## src/design/fkd_pkg.sv

```systemverilog
// ----------------------------------------------------------------------------
// fkd_pkg
// Shared types and constants of the four-key debouncer with long-press events.
// ----------------------------------------------------------------------------
package fkd_pkg;

  localparam int TIME_BITS_DEF = 32;
  localparam int NUM_KEYS      = 4;
  localparam int NOW_W         = 32;
  localparam int MS_W          = 16;
  localparam int CFG_IDX_W     = 2;
  localparam int EV_W          = 3;

  localparam logic [MS_W-1:0] DEBOUNCE_RST = 16'd30;
  localparam logic [MS_W-1:0] LONG_RST     = 16'd1200;

  localparam logic [CFG_IDX_W-1:0] CFG_DEBOUNCE = 2'd0;
  localparam logic [CFG_IDX_W-1:0] CFG_LONG     = 2'd1;

  localparam logic OP_TICK  = 1'b0;
  localparam logic OP_FETCH = 1'b1;

  typedef enum logic [EV_W-1:0] {
    EV_NONE       = 3'd0,
    EV_FUNC_SHORT = 3'd1,
    EV_FUNC_LONG  = 3'd2,
    EV_PLUS       = 3'd3,
    EV_MINUS      = 3'd4,
    EV_OK         = 3'd5
  } ev_t;

  // what one lane reports to the merge stage for the current tick
  typedef struct packed {
    logic stable_nxt;
    logic rise;
    logic fall;
  } lane_st_t;

  typedef struct packed {
    logic [EV_W-1:0]     event_code;
    logic [NUM_KEYS-1:0] stable_keys;
  } res_t;

endpackage

```

## src/design/fkd_if.sv

```systemverilog
// ----------------------------------------------------------------------------
// fkd_if
// Valid/ready channels of the debouncer: input items, results, configuration.
// ----------------------------------------------------------------------------
interface fkd_in_if;
  logic                        valid;
  logic                        ready;
  logic                        operation;
  logic [fkd_pkg::NOW_W-1:0]    now_time;
  logic [fkd_pkg::NUM_KEYS-1:0] raw_pressed;
  modport source (output valid, operation, now_time, raw_pressed, input ready);
  modport sink   (input valid, operation, now_time, raw_pressed, output ready);
endinterface

interface fkd_out_if;
  logic                        valid;
  logic                        ready;
  logic [fkd_pkg::EV_W-1:0]     event_code;
  logic [fkd_pkg::NUM_KEYS-1:0] stable_keys;
  modport source (output valid, event_code, stable_keys, input ready);
  modport sink   (input valid, event_code, stable_keys, output ready);
endinterface

interface fkd_cfg_if;
  logic                         valid;
  logic                         ready;
  logic [fkd_pkg::CFG_IDX_W-1:0] index;
  logic [fkd_pkg::MS_W-1:0]      data;
  modport source (output valid, index, data, input ready);
  modport sink   (input valid, index, data, output ready);
endinterface

```

## src/design/four_key_debounce_long_press_events.sv

```systemverilog
// Each accepted item's result is registered into the output register, or into the skid entry while it is stalled.
// Throughput: one item per cycle while the skid entry is free; every lane and the slot merge are combinational.
// A two-entry output buffer lets input items keep flowing for one stalled result.
// Reset (synchronous, rst_n low) clears levels, timers, slot and buffer, and
// loads debounce_ms = 30 and long_press_ms = 1200. No clearing pass is needed.
// ----------------------------------------------------------------------------
// four_key_debounce_long_press_events
// Four debounce lanes feed a merge stage that posts key events into one slot.
// ----------------------------------------------------------------------------
module four_key_debounce_long_press_events #(
  parameter int TIME_BITS = fkd_pkg::TIME_BITS_DEF
) (
  input  logic           clk,
  input  logic           rst_n,
  fkd_in_if.sink         in_ch,
  fkd_out_if.source      out_ch,
  fkd_cfg_if.sink        cfg_ch
);
  import fkd_pkg::*;

  logic [MS_W-1:0]      debounce_r, long_r;
  logic                 accept, tick, fetch;
  logic [TIME_BITS-1:0] now;
  lane_st_t [NUM_KEYS-1:0] st;
  logic [NUM_KEYS-1:0]  stable_all;
  logic [EV_W-1:0]      code;
  res_t                 res;
  res_t                 main_r, skid_r;
  logic                 main_v_r, skid_v_r;
  logic                 pop;

  assign cfg_ch.ready = 1'b1;

  always_ff @(posedge clk) begin
    if (!rst_n) begin
      debounce_r <= DEBOUNCE_RST;
      long_r     <= LONG_RST;
    end else if (cfg_ch.valid) begin
      if (cfg_ch.index == CFG_DEBOUNCE) debounce_r <= cfg_ch.data;
      if (cfg_ch.index == CFG_LONG)     long_r     <= cfg_ch.data;
    end
  end

  assign in_ch.ready = !skid_v_r;
  assign accept      = in_ch.valid && in_ch.ready;
  assign tick        = accept && (in_ch.operation == OP_TICK);
  assign fetch       = accept && (in_ch.operation == OP_FETCH);
  assign now         = TIME_BITS'(in_ch.now_time);

  for (genvar k = 0; k < NUM_KEYS; k++) begin : g_lane
    fkd_lane #(.TIME_BITS(TIME_BITS)) u_lane (
      .clk         (clk),
      .rst_n       (rst_n),
      .tick        (tick),
      .now         (now),
      .lvl         (in_ch.raw_pressed[k]),
      .debounce_ms (debounce_r),
      .st          (st[k])
    );
    assign stable_all[k] = st[k].stable_nxt;
  end

  fkd_merge #(.TIME_BITS(TIME_BITS)) u_merge (
    .clk        (clk),
    .rst_n      (rst_n),
    .tick       (tick),
    .fetch      (fetch),
    .now        (now),
    .long_ms    (long_r),
    .st         (st),
    .event_code (code)
  );

  assign res.event_code  = code;
  assign res.stable_keys = stable_all;

  // output register plus skid entry
  assign pop = main_v_r && out_ch.ready;

  always_ff @(posedge clk) begin
    if (!rst_n) begin
      main_v_r <= 1'b0;
      skid_v_r <= 1'b0;
    end else begin
      if (!main_v_r) begin
        main_v_r <= accept;
      end else if (pop) begin
        main_v_r <= skid_v_r || accept;
        skid_v_r <= 1'b0;
      end else if (accept) begin
        skid_v_r <= 1'b1;
      end
    end
  end

  always_ff @(posedge clk) begin
    if (!main_v_r || (pop && !skid_v_r)) begin
      main_r <= res;
    end else if (pop) begin
      main_r <= skid_r;
    end
    if (main_v_r && !pop && accept) begin
      skid_r <= res;
    end
  end

  assign out_ch.valid       = main_v_r;
  assign out_ch.event_code  = main_r.event_code;
  assign out_ch.stable_keys = main_r.stable_keys;

endmodule

```

## src/design/fkd_lane.sv

```systemverilog
// ----------------------------------------------------------------------------
// fkd_lane
// Debounce lane for one key: raw level tracking, change time and stable level.
// ----------------------------------------------------------------------------
module fkd_lane #(
  parameter int TIME_BITS = fkd_pkg::TIME_BITS_DEF
) (
  input  logic                      clk,
  input  logic                      rst_n,
  input  logic                      tick,
  input  logic [TIME_BITS-1:0]      now,
  input  logic                      lvl,
  input  logic [fkd_pkg::MS_W-1:0]  debounce_ms,
  output fkd_pkg::lane_st_t         st
);
  import fkd_pkg::*;

  logic                 last_r, last_nxt;
  logic                 stable_r, stable_nxt;
  logic [TIME_BITS-1:0] change_r, change_nxt;
  logic [TIME_BITS-1:0] held;
  logic                 accept;

  always_comb begin
    last_nxt   = last_r;
    change_nxt = change_r;
    if (tick && (lvl != last_r)) begin
      last_nxt   = lvl;
      change_nxt = now;
    end
    held       = now - change_nxt;
    accept     = tick && (lvl != stable_r) && (held >= TIME_BITS'(debounce_ms));
    stable_nxt = accept ? lvl : stable_r;
  end

  assign st.stable_nxt = stable_nxt;
  assign st.rise       = accept && lvl;
  assign st.fall       = accept && !lvl;

  always_ff @(posedge clk) begin
    if (!rst_n) begin
      last_r   <= 1'b0;
      stable_r <= 1'b0;
      change_r <= '0;
    end else begin
      last_r   <= last_nxt;
      stable_r <= stable_nxt;
      change_r <= change_nxt;
    end
  end

endmodule

```

## src/design/fkd_merge.sv

```systemverilog
// ----------------------------------------------------------------------------
// fkd_merge
// Combines lane findings in key order into the event slot; long-press timing.
// ----------------------------------------------------------------------------
module fkd_merge #(
  parameter int TIME_BITS = fkd_pkg::TIME_BITS_DEF
) (
  input  logic                                      clk,
  input  logic                                      rst_n,
  input  logic                                      tick,
  input  logic                                      fetch,
  input  logic [TIME_BITS-1:0]                      now,
  input  logic [fkd_pkg::MS_W-1:0]                  long_ms,
  input  fkd_pkg::lane_st_t [fkd_pkg::NUM_KEYS-1:0] st,
  output logic [fkd_pkg::EV_W-1:0]                  event_code
);
  import fkd_pkg::*;

  ev_t                  slot_r, slot_nxt;
  logic [TIME_BITS-1:0] press_r, press_nxt;
  logic                 sent_r, sent_nxt;
  logic                 sent_mid;
  logic                 long_hit;

  always_comb begin
    slot_nxt  = slot_r;
    press_nxt = press_r;
    sent_nxt  = sent_r;
    sent_mid  = st[0].rise ? 1'b0 : sent_r;
    press_nxt = (tick && st[0].rise) ? now : press_r;
    long_hit  = st[0].stable_nxt && !sent_mid &&
                ((now - press_nxt) >= TIME_BITS'(long_ms));
    event_code = EV_NONE;
    if (fetch) begin
      event_code = slot_r;
      slot_nxt   = EV_NONE;
    end else if (tick) begin
      sent_nxt = sent_mid;
      if (slot_r == EV_NONE) begin
        // function key first, then plus, minus, ok; slot takes the first one
        priority if (st[0].fall && !sent_r) begin
          slot_nxt = EV_FUNC_SHORT;
        end else if (long_hit) begin
          slot_nxt = EV_FUNC_LONG;
          sent_nxt = 1'b1;
        end else if (st[1].fall) begin
          slot_nxt = EV_PLUS;
        end else if (st[2].fall) begin
          slot_nxt = EV_MINUS;
        end else if (st[3].fall) begin
          slot_nxt = EV_OK;
        end else begin
          slot_nxt = EV_NONE;
        end
      end
    end
  end

  always_ff @(posedge clk) begin
    if (!rst_n) begin
      slot_r  <= EV_NONE;
      press_r <= '0;
      sent_r  <= 1'b0;
    end else begin
      slot_r  <= slot_nxt;
      press_r <= press_nxt;
      sent_r  <= sent_nxt;
    end
  end

endmodule

```

## src/flat_wrapper.sv

```systemverilog
// flat-port wrapper written by rule: the top's interface ports become plain ports
module four_key_debounce_long_press_events_flat import fkd_pkg::*;
#(
  parameter int TIME_BITS = fkd_pkg::TIME_BITS_DEF
)
  (clk, rst_n, in_ch_valid, in_ch_operation, in_ch_now_time, in_ch_raw_pressed, in_ch_ready, out_ch_valid, out_ch_event_code, out_ch_stable_keys, out_ch_ready, cfg_ch_valid, cfg_ch_index, cfg_ch_data, cfg_ch_ready);
  fkd_in_if in_ch_i ();
  fkd_out_if out_ch_i ();
  fkd_cfg_if cfg_ch_i ();
  input  logic clk;
  input  logic rst_n;
  input wire logic [$bits(in_ch_i.valid)-1:0] in_ch_valid;
  input wire logic [$bits(in_ch_i.operation)-1:0] in_ch_operation;
  input wire logic [$bits(in_ch_i.now_time)-1:0] in_ch_now_time;
  input wire logic [$bits(in_ch_i.raw_pressed)-1:0] in_ch_raw_pressed;
  output wire logic [$bits(in_ch_i.ready)-1:0] in_ch_ready;
  output wire logic [$bits(out_ch_i.valid)-1:0] out_ch_valid;
  output wire logic [$bits(out_ch_i.event_code)-1:0] out_ch_event_code;
  output wire logic [$bits(out_ch_i.stable_keys)-1:0] out_ch_stable_keys;
  input wire logic [$bits(out_ch_i.ready)-1:0] out_ch_ready;
  input wire logic [$bits(cfg_ch_i.valid)-1:0] cfg_ch_valid;
  input wire logic [$bits(cfg_ch_i.index)-1:0] cfg_ch_index;
  input wire logic [$bits(cfg_ch_i.data)-1:0] cfg_ch_data;
  output wire logic [$bits(cfg_ch_i.ready)-1:0] cfg_ch_ready;
  assign in_ch_i.valid = in_ch_valid;
  assign in_ch_i.operation = in_ch_operation;
  assign in_ch_i.now_time = in_ch_now_time;
  assign in_ch_i.raw_pressed = in_ch_raw_pressed;
  assign in_ch_ready = in_ch_i.ready;
  assign out_ch_valid = out_ch_i.valid;
  assign out_ch_event_code = out_ch_i.event_code;
  assign out_ch_stable_keys = out_ch_i.stable_keys;
  assign out_ch_i.ready = out_ch_ready;
  assign cfg_ch_i.valid = cfg_ch_valid;
  assign cfg_ch_i.index = cfg_ch_index;
  assign cfg_ch_i.data = cfg_ch_data;
  assign cfg_ch_ready = cfg_ch_i.ready;
  four_key_debounce_long_press_events #(.TIME_BITS(TIME_BITS)) u_core (.clk(clk), .rst_n(rst_n), .in_ch(in_ch_i), .out_ch(out_ch_i), .cfg_ch(cfg_ch_i));
endmodule
```

## config.mk

```make
export PLATFORM = sky130hd
export DESIGN_NAME = four_key_debounce_long_press_events_flat
export DESIGN_NICKNAME = d
export VERILOG_FILES = /design/src/design/fkd_pkg.sv /design/src/design/fkd_if.sv /design/src/design/four_key_debounce_long_press_events.sv /design/src/design/fkd_lane.sv /design/src/design/fkd_merge.sv /design/src/flat_wrapper.sv
export SDC_FILE = /design/constraint.sdc
export NUM_CORES = 1
export LEC_CHECK = 0
export ABC_AREA = 1
export BUFFER_PORTS_ARGS = -buffer_cell sky130_fd_sc_hd__buf_4
export CORE_MARGIN = 2
export CORE_UTILIZATION = 45
export DETAILED_ROUTE_END_ITERATION = 8
export PLACE_DENSITY = 0.6
export SLEW_MARGIN = 20
export SYNTH_ARGS = -nofsm -noshare
export SYNTH_HDL_FRONTEND = slang
export SYNTH_SLANG_ARGS = --single-unit
```

## constraint.sdc

```tcl
create_clock -name clk -period 7.2 [get_ports clk]
set_input_delay 0.36 -clock clk [delete_from_list [all_inputs] [get_ports clk]]
set_output_delay 0.36 -clock clk [all_outputs]
set_load 0.02 [all_outputs]
```

==> results.ini <==
[status]
status = completed

[drt]
drtPass1Iterations = 7
drc = 0
drt_iter0_drc = 1082
wl_per_cell_um = 17.7
vias = 18500
viasPerCell = 5.35
wl_um = 61200
antenna_left = 0

[worst_setup_path]
max_stage_delay_ns = 0.34
timing.rr.end = u_core.u_merge.slot_r[0]
r2r_start = u_core.skid_v_r
path_common_cell = nand2_2
path_buf_inv = 4
worstSetupPathType = flip-flop to flip-flop
cp.depth = 57
ff2ff_path_depth = 57
startpoint = u_core.skid_v_r
endpoint = u_core.u_merge.slot_r[0]
crit_arrival_ns = 7.54
cp_data_required_time_ns = 7.73
r2r_setup_slack_ns = 0.19
start_kind = flip-flop
crit_path_max_fanout = 14
cp_slowest_cell = fa_2
crit_family = simple AND/OR/NAND/NOR gates
endpoint_kind = flip-flop

[yosys]
yosysUniqueCellTypes = 53
synth_top_cells_by_area = dfxtp_1 23%, ha_1 15%, nand2_1 12%, nor2_1 7.1%, o21ai_0 6.7%
netlist_area_um2 = 18200
yosys.area_share.adder = 0.157
ys_ff_latch = 220
yosysTopAreaCell = dfxtp_1
yosysSeqAreaShare = 0.249
synthesis.nets = 2998
synth_edf_count = 14
synthCells = 2712
avgSynthCellArea_um2 = 6.72
synth_compound_area_frac = 0.180
synthFlopType = dfxtp_1
synth-simple-area-share = 0.270
synth_warnings = 0
synth_most_common_cell = nand2_1
synth_top_family_by_area = simple AND/OR/NAND/NOR gates
synthTopCellsByCount = 590 x nand2_1, 343 x nor2_1, 295 x inv_1, 245 x o21ai_0, 239 x a21oi_1
synthArstFlopShare = 0
synth_xor_area_frac = 0.0586
synth_top_area_frac = 0.226
synthMuxAreaShare = 0.00734

[placed_design]
place_hpwl_um = 48500
dp.cells = 3382
routabilityCongestion = 0.996
post-place-ws_ns = -0.0373
io_buffers = 68

[grt]
busiest_layer = met2
grt_max_degree = 92
met2_usage = 0.455
grt_use_met3 = 0.0494
antenna_found_initial = 0
grt_pass1_wl_um = 94300
grt-ovfl-total = 0
grtUsageMet1 = 0.398
first_global_vias = 17500
gr-usage-all-layers = 0.288

[sta]
finalMaxSlewViolations = 0
hold_viol = 0
setup_tns_ns = 0
finalCriticalPeriod_ns = 7.01
setup-violations-final = 0
setup_ws_ns = 0.190
tightest_slew_ns = 0.883
clock_skew_ns = 0.0229
fmax_mhz = 143
slew_headroom = 0.412
rsz0062_at_grt = yes
period_share = 0.974

[final_layout]
n_antenna_cell = 0
final_util = 0.548
layout.cells.non_filler = 3459
multi_input_area_um2 = 12600
seq_area_um2 = 4550
fill_cells = 4038
areaGrowthSynthToFinish_pct = 19.8
nNetsFinal = 3198
drive_gt1_frac = 0.145

[clock_network]
clk_latency_ns = 0.59
clkTransAtPathRegs_ns = 0.06
cts_root_buffer = clkbuf_16
htreeDepth = 1
cts_buffers = 28
clockBufferDepth = 3
cts_tree = built
clock_sinks = 220

[hold_path]
hp-class = primary input to flip-flop

[floorplan]
core-area_um2 = 39800
die_x_um = 205
die_area_um2 = 42200
row_count = 73
start_util = 0.458
die_h_um = 205
io_pins = 70

[pwr]
max-vdd-ir-drop_uv = 165
p_leak_uw = 0.0102
power_density_nw_per_um2 = 221
p_total_uw = 4820

[flow_run]
maxCapViolCount = 0

## report_power, final
part	switching, µW	leakage (µW)	internal, µW
logic	1150	0.00783	762
registers	21.0	0.00183	1300
clock network	614	0.000495	965
## cell type report
cell class              count  share of cell area
multi-input cells        2122               0.576
flip-flops and latches    220               0.208
repair buffers            233              0.0850
inverters                 307              0.0535
clock buffers              34              0.0345
well taps                 525              0.0301
clock inverters            18              0.0129
## stage by stage
stage               cell area [µm²]  hold WS [ns]
floorplan                     18300         0.435
global placement              20200         0.457
detailed placement            20200         0.463
CTS                           21300       0.00716
global route                  21800        0.0291
finish                        21800        0.0221
## state kept, by name (all words and copies together), names as in the netlist
signal                         flops
u_core.g_lane.u_lane.change_r    128
u_core.u_merge.press_r            32
u_core.debounce_r                 16
u_core.long_r                     16
u_core.skid_r                      7
u_core.g_lane.u_lane.last_r        4
u_core.g_lane.u_lane.stable_r      4
u_core.out_ch.stable_keys          4
u_core.out_ch.event_code           3
u_core.u_merge.slot_r              3
u_core.out_ch.valid                1
u_core.skid_v_r                    1
u_core.u_merge.sent_r              1
## tightest hold or removal path, stage by stage
cell	delay (ns)
buf_4	0.09
nand2_1	0.05
o211ai_1	0.08
## how the worst min path moves through the flow
stage / start / endpoint / slack, ns / cells after the start
6_report: cfg_ch_data[2] / u_core.debounce_r[2] / 0.02 / 3
5_1_grt: cfg_ch_data[2] / u_core.debounce_r[2] / 0.03 / 3
4_1_cts: cfg_ch_data[2] / u_core.debounce_r[2] / 0.007 / 3
3_5_place_dp: u_core.long_r[2] / u_core.long_r[2] / 0.46 / 2
3_3_place_gp: u_core.long_r[2] / u_core.long_r[2] / 0.46 / 2
2_1_floorplan: u_core.long_r[11] / u_core.long_r[11] / 0.44 / 2
## placed cells by master (no fill, tap or decap), drive strengths merged, types with 8 or more instances in the layout
cell type,instances
clkinv,11
nand2,617
o21ai,258
dlygate4sd3,8
nand3b,12
or2,8
nor3,22
edfxtp,14
xor2,75
mux2i,10
o21bai,8
dfxtp,206
a21boi,19
o211ai,13
clkbuf,36
nand3,113
nor2,347
xnor2,47
ha,222
inv,303
buf,223
nand4,30
a211oi,21
a21oi,242
a21o,11
## per-layer routing
| layer | wire (µm) | share of wire | vias to the layer above |
|---|---|---|---|
| met5 | 0 | 0 | - |
| met1 | 29200 | 0.48 | 8561 |
| met2 | 26300 | 0.43 | 415 |
| met4 | 2140 | 0.035 | 0 |
| li1 | - | - | 9413 |
| met3 | 3550 | 0.058 | 105 |
## kinds of logic (layout without fill, tap and decap cells)
| group | Yosys count | count (layout) |
|---|---|---|
| adders and majority gates | 226 | 226 |
| other | 1 | 1 |
| muxes | 13 | 13 |
| and+or+nand+nor | 1161 | 1161 |
| buffers and inverters | 370 | 592 |
| DFF | 220 | 220 |
| xor gates and xnor gates | 122 | 122 |
| AOI/OAI and AO/OA | 599 | 599 |
## repair_timing
item                                    CTS  global route
buffers inserted                          0            15
hold buffers                              8             0
gates cloned                              0             2
endpoints found under the hold margin     8             0
pin swaps                                 0            36
gates resized for setup                   1            97
endpoints found under the setup margin    2             5
Note: power is estimated with default switching activity, not from simulation.
